### src/rtl/core/dd_odom_pkg.sv
package dd_odom_pkg;

	localparam int REG_W       = 16;
	localparam int CFG_INDEX_W = 1;

	localparam logic [CFG_INDEX_W-1:0] REG_WHEEL_RADIUS     = 1'b0;
	localparam logic [CFG_INDEX_W-1:0] REG_WHEEL_SEPARATION = 1'b1;

	localparam logic [REG_W-1:0] RADIUS_RST     = 16'd4096;
	localparam logic [REG_W-1:0] SEPARATION_RST = 16'd14418;

	localparam int WHEEL_W = 16;
	localparam int TIME_W  = 16;
	localparam int POS_W   = 32;
	localparam int ANGLE_W = 16;
	localparam int RATE_W  = 32;

	localparam int TRIG_TABLE_BITS_DEF = 10;

	localparam int CORDIC_STEPS = 14;
	localparam int CSTEP_W      = 4;
	localparam int CORDIC_W     = 32;
	localparam int CORDIC_Z_W   = 18;
	localparam int ATAN_W       = 14;

	localparam logic signed [CORDIC_W-1:0] CORDIC_GAIN = 32'sd652032874;

	localparam logic [ATAN_W-1:0] ATAN_BAM [CORDIC_STEPS] = '{
		14'd8192, 14'd4836, 14'd2555, 14'd1297, 14'd651, 14'd326, 14'd163,
		14'd81, 14'd41, 14'd20, 14'd10, 14'd5, 14'd3, 14'd1
	};

	localparam int RAD_TO_BAM_W = 30;
	localparam logic [RAD_TO_BAM_W-1:0] RAD_TO_BAM = 30'd683565276;

	typedef enum logic [2:0] {
		ST_IDLE,
		ST_SPEED,
		ST_DIV,
		ST_STEP,
		ST_TURN,
		ST_HOLD
	} state_t;

endpackage

### src/rtl/core/dd_odom_req_if.sv
interface dd_odom_req_if;
	logic valid;
	logic ready;
	logic signed [dd_odom_pkg::WHEEL_W-1:0] left_wheel_speed;
	logic signed [dd_odom_pkg::WHEEL_W-1:0] right_wheel_speed;
	logic [dd_odom_pkg::TIME_W-1:0] elapsed_time;

	modport source (
		output valid,
		output left_wheel_speed,
		output right_wheel_speed,
		output elapsed_time,
		input  ready
	);

	modport sink (
		input  valid,
		input  left_wheel_speed,
		input  right_wheel_speed,
		input  elapsed_time,
		output ready
	);
endinterface

### src/rtl/core/dd_odom_rsp_if.sv
interface dd_odom_rsp_if;
	logic valid;
	logic ready;
	logic signed [dd_odom_pkg::POS_W-1:0] position_x;
	logic signed [dd_odom_pkg::POS_W-1:0] position_y;
	logic [dd_odom_pkg::ANGLE_W-1:0] heading_angle;
	logic signed [dd_odom_pkg::RATE_W-1:0] linear_speed;
	logic signed [dd_odom_pkg::RATE_W-1:0] yaw_rate;

	modport source (
		output valid,
		output position_x,
		output position_y,
		output heading_angle,
		output linear_speed,
		output yaw_rate,
		input  ready
	);

	modport sink (
		input  valid,
		input  position_x,
		input  position_y,
		input  heading_angle,
		input  linear_speed,
		input  yaw_rate,
		output ready
	);
endinterface

### src/rtl/core/dd_odom_smul.sv
module dd_odom_smul #(
	parameter int AW       = 16,
	parameter int BW       = 16,
	parameter int PW       = 32,
	parameter bit B_SIGNED = 1'b0
) (
	input  logic                 clk,
	input  logic                 arst_n,
	input  logic                 start,
	input  logic signed [AW-1:0] a,
	input  logic [BW-1:0]        b,
	output logic                 done,
	output logic signed [PW-1:0] p
);

	localparam int CW = $clog2(BW);

	logic [PW-1:0] mcand_q;
	logic [BW-1:0] mplier_q;
	logic [PW-1:0] acc_q;
	logic [CW-1:0] cnt_q;
	logic          busy_q;
	logic          done_q;
	logic          last;
	logic [PW-1:0] addend;

	always_comb begin
		last = (cnt_q == CW'(BW - 1));
		addend = mplier_q[0] ? mcand_q : '0;
		if (B_SIGNED && last) begin
			addend = '0 - addend;
		end
	end

	always_ff @(posedge clk or negedge arst_n) begin
		if (!arst_n) begin
			busy_q <= 1'b0;
			done_q <= 1'b0;
			cnt_q  <= '0;
		end else begin
			done_q <= 1'b0;
			if (start) begin
				busy_q <= 1'b1;
				cnt_q  <= '0;
			end else if (busy_q) begin
				cnt_q <= cnt_q + 1'b1;
				if (last) begin
					busy_q <= 1'b0;
					done_q <= 1'b1;
				end
			end
		end
	end

	always_ff @(posedge clk) begin
		if (start) begin
			mcand_q  <= PW'(a);
			mplier_q <= b;
			acc_q    <= '0;
		end else if (busy_q) begin
			acc_q    <= acc_q + addend;
			mcand_q  <= mcand_q << 1;
			mplier_q <= mplier_q >> 1;
		end
	end

	assign done = done_q;
	assign p    = acc_q;

endmodule

### src/rtl/core/dd_odom_sdiv.sv
module dd_odom_sdiv #(
	parameter int NW = 40,
	parameter int DW = 16
) (
	input  logic          clk,
	input  logic          arst_n,
	input  logic          start,
	input  logic [NW-1:0] num,
	input  logic [DW-1:0] den,
	output logic          done,
	output logic [NW-1:0] quo
);

	localparam int CW = $clog2(NW);

	logic [DW-1:0] rem_q;
	logic [DW-1:0] den_q;
	logic [NW-1:0] quo_q;
	logic [CW-1:0] cnt_q;
	logic          busy_q;
	logic          done_q;
	logic [DW:0]   shifted;
	logic [DW+1:0] trial;
	logic          fit;

	always_comb begin
		shifted = {rem_q, quo_q[NW-1]};
		trial   = {1'b0, shifted} - {2'b00, den_q};
		fit     = !trial[DW+1];
	end

	always_ff @(posedge clk or negedge arst_n) begin
		if (!arst_n) begin
			busy_q <= 1'b0;
			done_q <= 1'b0;
			cnt_q  <= '0;
		end else begin
			done_q <= 1'b0;
			if (start) begin
				busy_q <= 1'b1;
				cnt_q  <= '0;
			end else if (busy_q) begin
				cnt_q <= cnt_q + 1'b1;
				if (cnt_q == CW'(NW - 1)) begin
					busy_q <= 1'b0;
					done_q <= 1'b1;
				end
			end
		end
	end

	always_ff @(posedge clk) begin
		if (start) begin
			rem_q <= '0;
			quo_q <= num;
			den_q <= den;
		end else if (busy_q) begin
			rem_q <= fit ? trial[DW-1:0] : shifted[DW-1:0];
			quo_q <= {quo_q[NW-2:0], fit};
		end
	end

	assign done = done_q;
	assign quo  = quo_q;

endmodule

### src/rtl/core/differential_drive_odometry_core.sv
// Dead-reckoning odometry for a differential-drive base.
// Requests arrive on req (valid/ready): left and right wheel speeds and the time
// since the previous sample. Each request yields one response on rsp with the
// updated pose (x, y, heading) and the forward speed and yaw rate it produced.
// Configuration (wheel radius, wheel separation) is written through cfg_we /
// cfg_index / cfg_data; the user must write it only while no request is in
// flight, as the core itself does not enforce this. Each request passes in
// turn through a chain of bit-serial units: the 16-step speed multiply, the
// 40-step yaw-rate divider, the 16-step time multiply and the 30-step
// angle-conversion multiply. The 14-step heading rotation runs beside the
// speed multiply. The core takes no new request until the previous is done.
// A finished response sits in an output register; the next request is taken
// while it waits. If rsp is still stalled when the following response is done,
// the core holds it and keeps req.ready low until the register frees.
// Reset clears the pose to zero, loads the default radius and separation and
// empties the output register.
module differential_drive_odometry_core #(
	parameter int TRIG_TABLE_BITS = dd_odom_pkg::TRIG_TABLE_BITS_DEF
) (
	input  logic                                  clk,
	input  logic                                  arst_n,
	input  logic                                  cfg_we,
	input  logic [dd_odom_pkg::CFG_INDEX_W-1:0]   cfg_index,
	input  logic [dd_odom_pkg::REG_W-1:0]         cfg_data,
	dd_odom_req_if.sink                           req,
	dd_odom_rsp_if.source                         rsp
);

	localparam int WW     = dd_odom_pkg::WHEEL_W;
	localparam int TW     = dd_odom_pkg::TIME_W;
	localparam int RW     = dd_odom_pkg::REG_W;
	localparam int XW     = dd_odom_pkg::POS_W;
	localparam int HW     = dd_odom_pkg::ANGLE_W;
	localparam int YW     = dd_odom_pkg::RATE_W;
	localparam int CRW    = dd_odom_pkg::CORDIC_W;
	localparam int ZW     = dd_odom_pkg::CORDIC_Z_W;
	localparam int SW     = dd_odom_pkg::CSTEP_W;
	localparam int SUM_W  = WW + 1;
	localparam int SPD_W  = SUM_W + RW + 1;
	localparam int V_LSB  = 9;
	localparam int V_W    = 24;
	localparam int VC_W   = CRW + V_W;
	localparam int VCS_W  = 26;
	localparam int DX_W   = VCS_W + TW;
	localparam int YD_W   = YW + TW;
	localparam int NUM_W  = 40;
	localparam int MAG_W  = 32;
	localparam int DROP   = HW - TRIG_TABLE_BITS;
	localparam logic [HW-1:0] TRIG_MASK = ~HW'((1 << DROP) - 1);
	localparam logic signed [ZW-1:0] Z_QUARTER = ZW'(16384);
	localparam logic signed [ZW-1:0] Z_HALF    = ZW'(32768);

	dd_odom_pkg::state_t state_q, state_d;

	logic [RW-1:0] radius_q;
	logic [RW-1:0] separation_q;
	logic [TW-1:0] dt_q;
	logic signed [XW-1:0] pose_x_q;
	logic signed [XW-1:0] pose_y_q;
	logic [HW-1:0] pose_heading_q;
	logic signed [YW-1:0] yaw_q;

	logic req_ready;
	logic start_speed;
	logic start_div;
	logic start_step;
	logic start_turn;
	logic pose_we;
	logic head_we;
	logic rsp_load;

	logic rsp_valid_q;
	logic signed [XW-1:0] out_x_q;
	logic signed [XW-1:0] out_y_q;
	logic [HW-1:0] out_heading_q;
	logic signed [YW-1:0] out_speed_q;
	logic signed [YW-1:0] out_yaw_q;

	logic signed [SUM_W-1:0] wheel_sum;
	logic signed [SUM_W-1:0] wheel_diff;
	logic signed [SPD_W-1:0] v_prod;
	logic signed [SPD_W-1:0] p_prod;
	logic v_done;
	logic signed [V_W-1:0] v_val;

	logic p_neg;
	logic [SPD_W-1:0] p_abs;
	logic [MAG_W-1:0] mag;
	logic [NUM_W-1:0] div_quo;
	logic div_done;
	logic sep_zero;
	logic [NUM_W-1:0] q_fit;
	logic yaw_sat;
	logic signed [YW-1:0] yaw_val;

	logic signed [CRW-1:0] cx_q;
	logic signed [CRW-1:0] cy_q;
	logic signed [ZW-1:0] cz_q;
	logic flip_q;
	logic [SW-1:0] cstep_q;
	logic cbusy_q;
	logic [HW-1:0] h_masked;
	logic signed [ZW-1:0] z_init;
	logic signed [ZW-1:0] z_fold;
	logic fold;
	logic signed [CRW-1:0] sx;
	logic signed [CRW-1:0] sy;
	logic signed [ZW-1:0] atan_step;
	logic signed [CRW-1:0] cos_val;
	logic signed [CRW-1:0] sin_val;

	logic signed [VC_W-1:0] vc_prod;
	logic signed [VC_W-1:0] vs_prod;
	logic signed [DX_W-1:0] dx_prod;
	logic signed [DX_W-1:0] dy_prod;
	logic signed [YD_W-1:0] yd_prod;
	logic yd_done;
	logic signed [YD_W-1:0] bam_prod;
	logic bam_done;
	logic [HW-1:0] bam;

	function automatic logic signed [XW-1:0] sat_add(
		input logic signed [XW-1:0] pos,
		input logic signed [VCS_W-1:0] step
	);
		logic signed [XW:0] sum;
		sum = (XW+1)'(pos) + (XW+1)'(step);
		if (sum[XW] != sum[XW-1]) begin
			sat_add = sum[XW] ? {1'b1, {(XW-1){1'b0}}} : {1'b0, {(XW-1){1'b1}}};
		end else begin
			sat_add = sum[XW-1:0];
		end
	endfunction

	// configuration
	always_ff @(posedge clk or negedge arst_n) begin
		if (!arst_n) begin
			radius_q     <= dd_odom_pkg::RADIUS_RST;
			separation_q <= dd_odom_pkg::SEPARATION_RST;
		end else if (cfg_we) begin
			case (cfg_index)
				dd_odom_pkg::REG_WHEEL_RADIUS:     radius_q     <= cfg_data;
				dd_odom_pkg::REG_WHEEL_SEPARATION: separation_q <= cfg_data;
				default: ;
			endcase
		end
	end

	// sequencer
	always_ff @(posedge clk or negedge arst_n) begin
		if (!arst_n) begin
			state_q <= dd_odom_pkg::ST_IDLE;
		end else begin
			state_q <= state_d;
		end
	end

	always_comb begin
		state_d = state_q;
		case (state_q)
			dd_odom_pkg::ST_IDLE:  if (req.valid) state_d = dd_odom_pkg::ST_SPEED;
			dd_odom_pkg::ST_SPEED: if (v_done)    state_d = dd_odom_pkg::ST_DIV;
			dd_odom_pkg::ST_DIV:   if (div_done)  state_d = dd_odom_pkg::ST_STEP;
			dd_odom_pkg::ST_STEP:  if (yd_done)   state_d = dd_odom_pkg::ST_TURN;
			dd_odom_pkg::ST_TURN:  if (bam_done)  state_d = dd_odom_pkg::ST_HOLD;
			dd_odom_pkg::ST_HOLD: begin
				if (!rsp_valid_q || rsp.ready) state_d = dd_odom_pkg::ST_IDLE;
			end
			default: state_d = dd_odom_pkg::ST_IDLE;
		endcase
	end

	always_comb begin
		req_ready   = 1'b0;
		start_speed = 1'b0;
		start_div   = 1'b0;
		start_step  = 1'b0;
		start_turn  = 1'b0;
		pose_we     = 1'b0;
		head_we     = 1'b0;
		rsp_load    = 1'b0;
		case (state_q)
			dd_odom_pkg::ST_IDLE: begin
				req_ready   = 1'b1;
				start_speed = req.valid;
			end
			dd_odom_pkg::ST_SPEED: start_div = v_done;
			dd_odom_pkg::ST_DIV:   start_step = div_done;
			dd_odom_pkg::ST_STEP: begin
				start_turn = yd_done;
				pose_we    = yd_done;
			end
			dd_odom_pkg::ST_TURN:  head_we = bam_done;
			dd_odom_pkg::ST_HOLD:  rsp_load = !rsp_valid_q || rsp.ready;
			default: ;
		endcase
	end

	assign req.ready = req_ready;

	always_ff @(posedge clk) begin
		if (start_speed) begin
			dt_q <= req.elapsed_time;
		end
		if (start_step) begin
			yaw_q <= yaw_val;
		end
	end

	// speed and raw turn product
	assign wheel_sum  = SUM_W'(req.right_wheel_speed) + SUM_W'(req.left_wheel_speed);
	assign wheel_diff = SUM_W'(req.right_wheel_speed) - SUM_W'(req.left_wheel_speed);

	dd_odom_smul #(.AW(SUM_W), .BW(RW), .PW(SPD_W), .B_SIGNED(1'b0)) u_mul_v (
		.clk(clk), .arst_n(arst_n), .start(start_speed),
		.a(wheel_sum), .b(radius_q), .done(v_done), .p(v_prod)
	);

	dd_odom_smul #(.AW(SUM_W), .BW(RW), .PW(SPD_W), .B_SIGNED(1'b0)) u_mul_p (
		.clk(clk), .arst_n(arst_n), .start(start_speed),
		.a(wheel_diff), .b(radius_q), .done(), .p(p_prod)
	);

	assign v_val = $signed(v_prod[V_LSB+V_W-1:V_LSB]);

	// yaw rate
	assign p_neg = p_prod[SPD_W-1];
	assign p_abs = p_neg ? (SPD_W'(0) - p_prod) : p_prod;
	assign mag   = p_abs[MAG_W-1:0];

	dd_odom_sdiv #(.NW(NUM_W), .DW(RW)) u_div (
		.clk(clk), .arst_n(arst_n), .start(start_div),
		.num({mag, {(NUM_W-MAG_W){1'b0}}}), .den(separation_q),
		.done(div_done), .quo(div_quo)
	);

	always_comb begin
		sep_zero = (separation_q == '0);
		q_fit    = sep_zero ? '0 : div_quo;
		if (sep_zero) begin
			yaw_sat = (mag != '0);
		end else if (p_neg) begin
			yaw_sat = (q_fit > NUM_W'(40'h0080000000));
		end else begin
			yaw_sat = (q_fit > NUM_W'(40'h007FFFFFFF));
		end
		if (p_neg) begin
			yaw_val = yaw_sat ? {1'b1, {(YW-1){1'b0}}} : (YW'(0) - q_fit[YW-1:0]);
		end else begin
			yaw_val = yaw_sat ? {1'b0, {(YW-1){1'b1}}} : q_fit[YW-1:0];
		end
	end

	// heading rotation
	always_comb begin
		h_masked = pose_heading_q & TRIG_MASK;
		z_init   = ZW'($signed(h_masked));
		fold     = 1'b0;
		z_fold   = z_init;
		if (z_init > Z_QUARTER) begin
			z_fold = z_init - Z_HALF;
			fold   = 1'b1;
		end else if (z_init < -Z_QUARTER) begin
			z_fold = z_init + Z_HALF;
			fold   = 1'b1;
		end
		sx        = cx_q >>> cstep_q;
		sy        = cy_q >>> cstep_q;
		atan_step = $signed(ZW'(dd_odom_pkg::ATAN_BAM[cstep_q]));
		cos_val   = flip_q ? (CRW'(0) - cx_q) : cx_q;
		sin_val   = flip_q ? (CRW'(0) - cy_q) : cy_q;
	end

	always_ff @(posedge clk or negedge arst_n) begin
		if (!arst_n) begin
			cbusy_q <= 1'b0;
			cstep_q <= '0;
		end else if (start_speed) begin
			cbusy_q <= 1'b1;
			cstep_q <= '0;
		end else if (cbusy_q) begin
			cstep_q <= cstep_q + 1'b1;
			if (cstep_q == SW'(dd_odom_pkg::CORDIC_STEPS - 1)) begin
				cbusy_q <= 1'b0;
			end
		end
	end

	always_ff @(posedge clk) begin
		if (start_speed) begin
			cx_q   <= dd_odom_pkg::CORDIC_GAIN;
			cy_q   <= '0;
			cz_q   <= z_fold;
			flip_q <= fold;
		end else if (cbusy_q) begin
			if (!cz_q[ZW-1]) begin
				cx_q <= cx_q - sy;
				cy_q <= cy_q + sx;
				cz_q <= cz_q - atan_step;
			end else begin
				cx_q <= cx_q + sy;
				cy_q <= cy_q - sx;
				cz_q <= cz_q + atan_step;
			end
		end
	end

	// displacement
	dd_odom_smul #(.AW(CRW), .BW(V_W), .PW(VC_W), .B_SIGNED(1'b1)) u_mul_vc (
		.clk(clk), .arst_n(arst_n), .start(start_div),
		.a(cos_val), .b(v_val), .done(), .p(vc_prod)
	);

	dd_odom_smul #(.AW(CRW), .BW(V_W), .PW(VC_W), .B_SIGNED(1'b1)) u_mul_vs (
		.clk(clk), .arst_n(arst_n), .start(start_div),
		.a(sin_val), .b(v_val), .done(), .p(vs_prod)
	);

	dd_odom_smul #(.AW(VCS_W), .BW(TW), .PW(DX_W), .B_SIGNED(1'b0)) u_mul_dx (
		.clk(clk), .arst_n(arst_n), .start(start_step),
		.a($signed(vc_prod[CRW-2+VCS_W-1:CRW-2])), .b(dt_q), .done(), .p(dx_prod)
	);

	dd_odom_smul #(.AW(VCS_W), .BW(TW), .PW(DX_W), .B_SIGNED(1'b0)) u_mul_dy (
		.clk(clk), .arst_n(arst_n), .start(start_step),
		.a($signed(vs_prod[CRW-2+VCS_W-1:CRW-2])), .b(dt_q), .done(), .p(dy_prod)
	);

	// heading step
	dd_odom_smul #(.AW(YW), .BW(TW), .PW(YD_W), .B_SIGNED(1'b0)) u_mul_yd (
		.clk(clk), .arst_n(arst_n), .start(start_step),
		.a(yaw_val), .b(dt_q), .done(yd_done), .p(yd_prod)
	);

	dd_odom_smul #(
		.AW(YW), .BW(dd_odom_pkg::RAD_TO_BAM_W), .PW(YD_W), .B_SIGNED(1'b0)
	) u_mul_bam (
		.clk(clk), .arst_n(arst_n), .start(start_turn),
		.a($signed(yd_prod[TW+YW-1:TW])), .b(dd_odom_pkg::RAD_TO_BAM),
		.done(bam_done), .p(bam_prod)
	);

	assign bam = bam_prod[YD_W-1:YD_W-HW];

	// pose
	always_ff @(posedge clk or negedge arst_n) begin
		if (!arst_n) begin
			pose_x_q       <= '0;
			pose_y_q       <= '0;
			pose_heading_q <= '0;
		end else begin
			if (pose_we) begin
				pose_x_q <= sat_add(pose_x_q, $signed(dx_prod[TW+VCS_W-1:TW]));
				pose_y_q <= sat_add(pose_y_q, $signed(dy_prod[TW+VCS_W-1:TW]));
			end
			if (head_we) begin
				pose_heading_q <= pose_heading_q + bam;
			end
		end
	end

	// response register
	always_ff @(posedge clk or negedge arst_n) begin
		if (!arst_n) begin
			rsp_valid_q <= 1'b0;
		end else if (rsp_load) begin
			rsp_valid_q <= 1'b1;
		end else if (rsp.ready) begin
			rsp_valid_q <= 1'b0;
		end
	end

	always_ff @(posedge clk) begin
		if (rsp_load) begin
			out_x_q       <= pose_x_q;
			out_y_q       <= pose_y_q;
			out_heading_q <= pose_heading_q;
			out_speed_q   <= YW'(v_val);
			out_yaw_q     <= yaw_q;
		end
	end

	assign rsp.valid         = rsp_valid_q;
	assign rsp.position_x    = out_x_q;
	assign rsp.position_y    = out_y_q;
	assign rsp.heading_angle = out_heading_q;
	assign rsp.linear_speed  = out_speed_q;
	assign rsp.yaw_rate      = out_yaw_q;

endmodule
### src/flat_wrapper.sv
// flat-port wrapper written by rule: the top's interface ports become plain ports
module differential_drive_odometry_core_flat 
#(
	parameter int TRIG_TABLE_BITS = dd_odom_pkg::TRIG_TABLE_BITS_DEF
)
  (clk, arst_n, cfg_we, cfg_index, cfg_data, req_valid, req_left_wheel_speed, req_right_wheel_speed, req_elapsed_time, req_ready, rsp_valid, rsp_position_x, rsp_position_y, rsp_heading_angle, rsp_linear_speed, rsp_yaw_rate, rsp_ready);
  dd_odom_req_if req_i ();
  dd_odom_rsp_if rsp_i ();
  input  logic clk;
  input  logic arst_n;
  input  logic cfg_we;
  input  logic [dd_odom_pkg::CFG_INDEX_W-1:0] cfg_index;
  input  logic [dd_odom_pkg::REG_W-1:0] cfg_data;
  input wire logic [$bits(req_i.valid)-1:0] req_valid;
  input wire logic [$bits(req_i.left_wheel_speed)-1:0] req_left_wheel_speed;
  input wire logic [$bits(req_i.right_wheel_speed)-1:0] req_right_wheel_speed;
  input wire logic [$bits(req_i.elapsed_time)-1:0] req_elapsed_time;
  output wire logic [$bits(req_i.ready)-1:0] req_ready;
  output wire logic [$bits(rsp_i.valid)-1:0] rsp_valid;
  output wire logic [$bits(rsp_i.position_x)-1:0] rsp_position_x;
  output wire logic [$bits(rsp_i.position_y)-1:0] rsp_position_y;
  output wire logic [$bits(rsp_i.heading_angle)-1:0] rsp_heading_angle;
  output wire logic [$bits(rsp_i.linear_speed)-1:0] rsp_linear_speed;
  output wire logic [$bits(rsp_i.yaw_rate)-1:0] rsp_yaw_rate;
  input wire logic [$bits(rsp_i.ready)-1:0] rsp_ready;
  assign req_i.valid = req_valid;
  assign req_i.left_wheel_speed = req_left_wheel_speed;
  assign req_i.right_wheel_speed = req_right_wheel_speed;
  assign req_i.elapsed_time = req_elapsed_time;
  assign req_ready = req_i.ready;
  assign rsp_valid = rsp_i.valid;
  assign rsp_position_x = rsp_i.position_x;
  assign rsp_position_y = rsp_i.position_y;
  assign rsp_heading_angle = rsp_i.heading_angle;
  assign rsp_linear_speed = rsp_i.linear_speed;
  assign rsp_yaw_rate = rsp_i.yaw_rate;
  assign rsp_i.ready = rsp_ready;
  differential_drive_odometry_core #(.TRIG_TABLE_BITS(TRIG_TABLE_BITS)) u_core (.clk(clk), .arst_n(arst_n), .cfg_we(cfg_we), .cfg_index(cfg_index), .cfg_data(cfg_data), .req(req_i), .rsp(rsp_i));
endmodule
### config.mk
export PLATFORM = sky130hd
export DESIGN_NAME = differential_drive_odometry_core_flat
export DESIGN_NICKNAME = d
export VERILOG_FILES = /design/src/rtl/core/dd_odom_pkg.sv /design/src/rtl/core/dd_odom_req_if.sv /design/src/rtl/core/dd_odom_rsp_if.sv /design/src/rtl/core/dd_odom_smul.sv /design/src/rtl/core/dd_odom_sdiv.sv /design/src/rtl/core/differential_drive_odometry_core.sv /design/src/flat_wrapper.sv
export SDC_FILE = /design/constraint.sdc
export NUM_CORES = 2
export LEC_CHECK = 0
export BUFFER_PORTS_ARGS = -buffer_cell sky130_fd_sc_hd__buf_2
export CAP_MARGIN = 20
export CORE_MARGIN = 8
export CORE_UTILIZATION = 45
export DETAILED_ROUTE_END_ITERATION = 8
export SYNTH_ARGS = -nofsm -noshare
export SYNTH_HDL_FRONTEND = slang
export SYNTH_HIERARCHICAL = 1
export SYNTH_SLANG_ARGS = --single-unit
### constraint.sdc
create_clock -name clk -period 8.15 [get_ports clk]
set_clock_uncertainty 0.05 [all_clocks]
set_input_delay 0.815 -clock clk [delete_from_list [all_inputs] [get_ports clk]]
set_output_delay 0.815 -clock clk [all_outputs]
set_load 0.03 [all_outputs]
# ---- After elaboration in Yosys (flattened, before gate mapping)
# Memory sizes are Yosys's and may differ from the RTL's.
# Cells that the tools add are included.
dict set report totals {
  register_bits 1392
  romBits 224
  elab_cells 305
  mem_count 1
}
dict set report classes {
  addsub 38
  magnitude_cmp 5
  eq_ne 23
  shift 2
  n_mux 144
  bitwise 2
  reduce_logical 20
}
# memory words word_bits read_ports rd_ports_with_merged_regs write_ports line_no
set mem_list {}
lappend mem_list {{(name not given)} 16 14 1 0 0 differential_drive_odometry_core.sv:269} ;# atan_step = $signed(ZW'(dd_odom_pkg::ATAN_BAM[cstep_q]));
# operator n
set ops {}
lappend ops {{$mux 56} 8}
lappend ops {{$mux 32} 12}
lappend ops {{$mux 48} 6}
lappend ops {{$mux 42} 6}
lappend ops {{$mux 34} 6}
lappend ops {{$mux 16} 11}
lappend ops {{$sub 1x32->32 const A} 4}
lappend ops {{$mux 40} 3}
lappend ops {{$add 56x56->56} 2}
lappend ops {{$sub 1x56->56 const A} 2}
lappend ops {{$add 48x48->48} 2}
lappend ops {{$mux 24} 4}
lappend ops {{$mux 18} 5}
lappend ops {{$add 42x42->42} 2}
lappend ops {{$add 34x34->34} 2}
lappend ops {{$add 32x26->33} 2}
lappend ops {{$add 32x32->32} 2}
lappend ops {{$sshr 32x4->32} 2}
lappend ops {{$sub 32x32->32} 2}
lappend ops {{$mux 1} 54}
lappend ops {{$mux 4} 12}
lappend ops {{$gt 40x31->1 const B} 1}
lappend ops {{$gt 40x32->1 const B} 1}
lappend ops {{$reduce_bool 32->1} 1}
lappend ops {{37 further kinds} 82}

# ---- Logic depth before layout (Yosys ltp)
dict set report depth {
  depth_word 8
  depth_mapped 28
  depth_no_buf 24
}

# ---- Hierarchy
# The synthesis kept the hierarchy.
# mod instances cells_each area_each_um2 seq_area_each_um2
set by_module_without_submodules {}
lappend by_module_without_submodules {differential_drive_odometry_core 1 3496 31446.4 10413.7}
lappend by_module_without_submodules {{dd_odom_smul at u_core.u_mul_vc ...} 2 1208 10603.9 3698.5}
lappend by_module_without_submodules {{dd_odom_smul at u_core.u_mul_dx ...} 2 693 6876.6 2732.6}
lappend by_module_without_submodules {{dd_odom_smul at u_core.u_mul_bam} 1 832 8256.7 3478.3}
lappend by_module_without_submodules {{dd_odom_smul at u_core.u_mul_yd} 1 769 7365.8 3032.9}
lappend by_module_without_submodules {{dd_odom_smul at u_core.u_mul_v} 1 608 5753.0 2332.2}
lappend by_module_without_submodules {{dd_odom_smul at u_core.u_mul_p} 1 581 5637.9 2332.2}
lappend by_module_without_submodules {dd_odom_sdiv 1 326 4076.4 2202.1}

# ---- Worst setup path after synthesis
# Ideal clock, no wire load.
dict set report synth_path {
  kind {register to register}
  start {reg u_core.cstep_q[0]}
  end {reg u_core.cz_q[16], data pin}
  setup_time_ps 259
  arrival_time_ps 5659
  t_required_ps 7841
  setup_slack_ps 2182
  stages_incl_launch_ff 26
  path_buffers 5
  cell_sequence {dfrtp_1 -> buf_2 -> inv_2 -> buf_1 -> clkbuf_1 -> buf_1 -> clkbuf_1 -> ha_1 -> nor2b_1 -> nand2_1 -> o21ai_0 -> ha_1 -> nor2_1 -> a21oi_1 -> fa_1 -> a21o_1 -> a21oi_1 -> o21bai_1 -> a21oi_1 -> nor2_1 -> o21a_1 -> o31a_1 -> o41ai_1 -> o211a_1 -> a2111o_1 -> nand3_1}
}
dict set report synth_between {
  elab_chain_cells 8
}
# item line_no
set synth_rtl {}
lappend synth_rtl {{from (decl)} differential_drive_odometry_core.sv:100} ;# logic [SW-1:0] cstep_q;
lappend synth_rtl {{from (signal assigned)} differential_drive_odometry_core.sv:282} ;# cstep_q <= cstep_q + 1'b1;
lappend synth_rtl {{$not 4->5 (implied by the code) (*)} differential_drive_odometry_core.sv:269}
lappend synth_rtl {{$mem_v2 16x14 (*)} -}
lappend synth_rtl {{$mux 14 (implied by the code) (*) (2 in a row)} differential_drive_odometry_core.sv:269}
lappend synth_rtl {{$sub 18x15->18 / $add 18x15->18 (equally long branches)} {differential_drive_odometry_core.sv:299, differential_drive_odometry_core.sv:303}}
lappend synth_rtl {{$mux 18 (*)} differential_drive_odometry_core.sv:296} ;# if (!cz_q[ZW-1]) begin
lappend synth_rtl {{$mux 18 (*)} differential_drive_odometry_core.sv:295} ;# end else if (cbusy_q) begin
lappend synth_rtl {{$mux 18 (*)} differential_drive_odometry_core.sv:290} ;# if (start_speed) begin
lappend synth_rtl {{to (signal assigned)} differential_drive_odometry_core.sv:293} ;# cz_q <= z_fold;
lappend synth_rtl {{to (signal assigned)} differential_drive_odometry_core.sv:299} ;# cz_q <= cz_q - atan_step;
lappend synth_rtl {{to (signal assigned)} differential_drive_odometry_core.sv:303} ;# cz_q <= cz_q + atan_step;
lappend synth_rtl {{to (decl)} differential_drive_odometry_core.sv:98} ;# logic signed [ZW-1:0] cz_q;
# Mark *: on every way between the ends. The rest lies on a longest branch, timed or not. The select of a mux whose other input is x is not followed.
# A chain may end at the register's enable or synchronous reset.

# ---- Final worst setup path
dict set report layout_path {
  start {reg u_core.cstep_q[1]}
  end {reg u_core.cx_q[31]}
}
dict set report layout_between {
  elab_chain_cells 3
}
# item line_no
set layout_rtl {}
lappend layout_rtl {{$sshr 32x4->32 (*)} differential_drive_odometry_core.sv:268} ;# sy = cy_q >>> cstep_q;
lappend layout_rtl {{$sub 32x32->32 / $add 32x32->32 (equally long branches)} {differential_drive_odometry_core.sv:297, differential_drive_odometry_core.sv:301}}
lappend layout_rtl {{$mux 32 (*)} differential_drive_odometry_core.sv:296}
lappend layout_rtl {{to (signal assigned)} differential_drive_odometry_core.sv:291} ;# cx_q <= dd_odom_pkg::CORDIC_GAIN;
lappend layout_rtl {{to (signal assigned)} differential_drive_odometry_core.sv:297} ;# cx_q <= cx_q - sy;
lappend layout_rtl {{to (signal assigned)} differential_drive_odometry_core.sv:301} ;# cx_q <= cx_q + sy;
lappend layout_rtl {{to (decl)} differential_drive_odometry_core.sv:96} ;# logic signed [CRW-1:0] cx_q;
# Mark *: on every way between the ends. The rest lies on a longest branch, timed or not.

==> reports/results.tsv <==
metric	value	unit
cts_setup_buffers	0	
cp_max_fo	66	
syn_area_per_cell	9.36	µm²
p_comb_frac	0.541	
min_to	u_core/dt_q[15]	
area_delta_synth_final	9.03	%
dpl_cell_area	100000	µm²
synthCells	10400	
clock-sinks	1390	
grt_pass1_wl	411000	µm
post-dp-hpwl	186000	µm
ios	216	
reg2reg_depth	21	
outcome	finished clean	
initial_core_util	0.453	
p_seq_frac	0.280	
portBuffers	215	
layout_commonest_cell	nand2_1	
total_power	42.7	mW
grtUsageTotal	0.213	
fp-row-count	170	
rsz0062_at_grt	false	
setup_viol	0	
wl_per_cell	19.2	µm
endpoint_kind	flip-flop	
min_from	req_elapsed_time[15]	
ir_worst_vdd	0.292	mV
overflow	0	
synth_warnings	6	
die_h	481	µm
vias_per_cell	5.82	
finalMaxSlewViolations	0	
drt-initial-drc-count	5621	
gp_congestion	0.902	
reg2reg_slack	1.34	ns
clk_latency	0.84	ns
power_density	403	nW/µm²
critPathLaunchType	flip-flop	
drive_gt1_frac	0.126	
slew_headroom	0.205	
grt_pass1_vias	76400	
core_area	215000	µm²
min_path_type	primary input to flip-flop	
netlist_area	97200	µm²
wirelength	255000	µm
timing.rr.end	u_core/cx_q[31]	
max_freq	147	MHz
drt-pass1-iter-count	6	
crit_type	flip-flop to flip-flop	
final_cell_area	106000	µm²
cts_root_buf	clkbuf_16	
reg2reg_from	u_core/cstep_q[1]	
whs_path_depth	1	
swShare	0.435	
layout.nets	11000	
cap_viol_max_count	0	
switching_power	18.6	mW
die_w	481	µm
crit_required	8.80	ns
numCtsBuffers	163	
fillers	20000	
clockPowerShare	0.179	
grt_start_max_net_pins	114	
final_cell_mix	nand2_1, nor2_1, edfxtp_1	
power.internal	24.1	mW
cts_tree	built	
final-hold-violation-count	0	
arrival	7.46	ns
clockBufferDepth	3	
leakage	42.6	nW
tightest_slew	1.19	ns
drc	0	
period_share	0.836	
clk_pin_slew	0.07	ns
cts_max_level	4	
tns	0	ns
vias	77400	
period_needed	6.81	ns
fp.dieArea	231000	µm²
postRouteAntennaNets	0	
antenna_found_initial	9	
cts_resized	0	
-- state kept, by name, summed over array words and instances (netlist names), 34 cells and up --
name	count
u_core/u_mul_vs/mcand_q	56
u_core/u_mul_bam/mcand_q	48
u_core/u_div/quo	40
u_core/u_mul_vc/p	56
u_core/u_mul_yd/mcand_q	48
u_core/u_mul_yd/p	48
u_core/u_mul_p/p	34
u_core/u_mul_dx/mcand_q	42
u_core/u_mul_dy/p	42
u_core/u_mul_bam/p	48
u_core/u_mul_p/mcand_q	34
u_core/u_mul_dx/p	42
u_core/u_mul_vc/mcand_q	56
u_core/u_mul_dy/mcand_q	42
u_core/u_mul_vs/p	56
-- routing by layer --
metal | wire length (µm) | part of all wire | vias up | GRT usage
met2 | 119000 | 0.47 | 1841 | 0.360
met4 | 6930 | 0.027 | 4 | 0.0633
met1 | 118000 | 0.46 | 37200 | 0.286
met5 | 23 | 0.000090 | - | 0
met3 | 11300 | 0.044 | 431 | 0.0278
li1 | - | - | 37900 | -
-- power groups by stage --
stage          Clock [mW]  Sequential [mW]  Combinational [mW]
3_5_place_dp            0             12.1                22.8
6_report             7.65             11.9                23.1
2_1_floorplan           0             10.8                18.8
4_1_cts              7.90             11.9                23.0
5_1_grt              8.15             12.2                25.8
3_3_place_gp            0             12.0                22.5
-- how the worst max path moves through the flow --
stage | slack (ns) | from | endpoint | depth (start not counted)
3_3_place_gp | 1.53 | u_core/cstep_q[1] | u_core/cy_q[31] | 25
4_1_cts | 1.45 | u_core/cstep_q[1] | u_core/cx_q[31] | 21
3_5_place_dp | 1.49 | u_core/cstep_q[1] | u_core/cx_q[31] | 21
5_1_grt | 0.72 | u_core/cstep_q[1] | u_core/cx_q[31] | 21
6_report | 1.34 | u_core/cstep_q[1] | u_core/cx_q[31] | 21
2_1_floorplan | 2.18 | u_core/cstep_q[0] | u_core/cz_q[16] | 25
-- critical path, stage by stage, from the launching register on --
cell and delay [ns]:
dfrtp_4 1.06, mux4_2 0.67, mux2_2 0.33, mux2i_1 0.33, ha_1 0.24, and2_1 0.18, nand4_1 0.17, nor4_1 0.75
a41oi_1 0.26, xnor2_1 0.33, ha_1 0.33, nand2_1 0.09, a21oi_1 0.05, a211oi_1 0.29, nand2_1 0.09, o21ai_0 0.46
o211ai_1 0.20, a41oi_1 0.28, xnor2_1 0.15, nand2_1 0.08, xnor2_1 0.18, nor2_1 0.05
-- metrics by stage --
stage	util	setup WS (ns)	hold slack, ns	instances
6_report	0.494	1.34	0.113	13300
5_1_grt	0.494	0.720	0.0492	13300
4_1_cts	0.493	1.45	0.0219	13300
3_5_place_dp	0.467	1.49	0.355	13000
3_3_place_gp	0.467	1.53	0.353	13000
2_1_floorplan	-	2.18	0.350	10400
-- layout make-up --
cell class / instances / area [µm²] / area share
sequential: 1390 / 36500 / 0.345
antenna: 6 / 15.0 / 0.000142
inverter: 434 / 1640 / 0.0155
multi-input combinational: 8024 / 56700 / 0.536
timing repair buffer: 307 / 1830 / 0.0173
tap: 2838 / 3550 / 0.0335
clock buffer: 216 / 4590 / 0.0433
clock inverter: 91 / 1080 / 0.0102
-- what timing repair did --
action,CTS,global route
hold buffers,1,0
hold endpoints to repair,77,0
endpoints found under the setup margin,0,0
No activity file was read; power rests on OpenSTA's default activity.
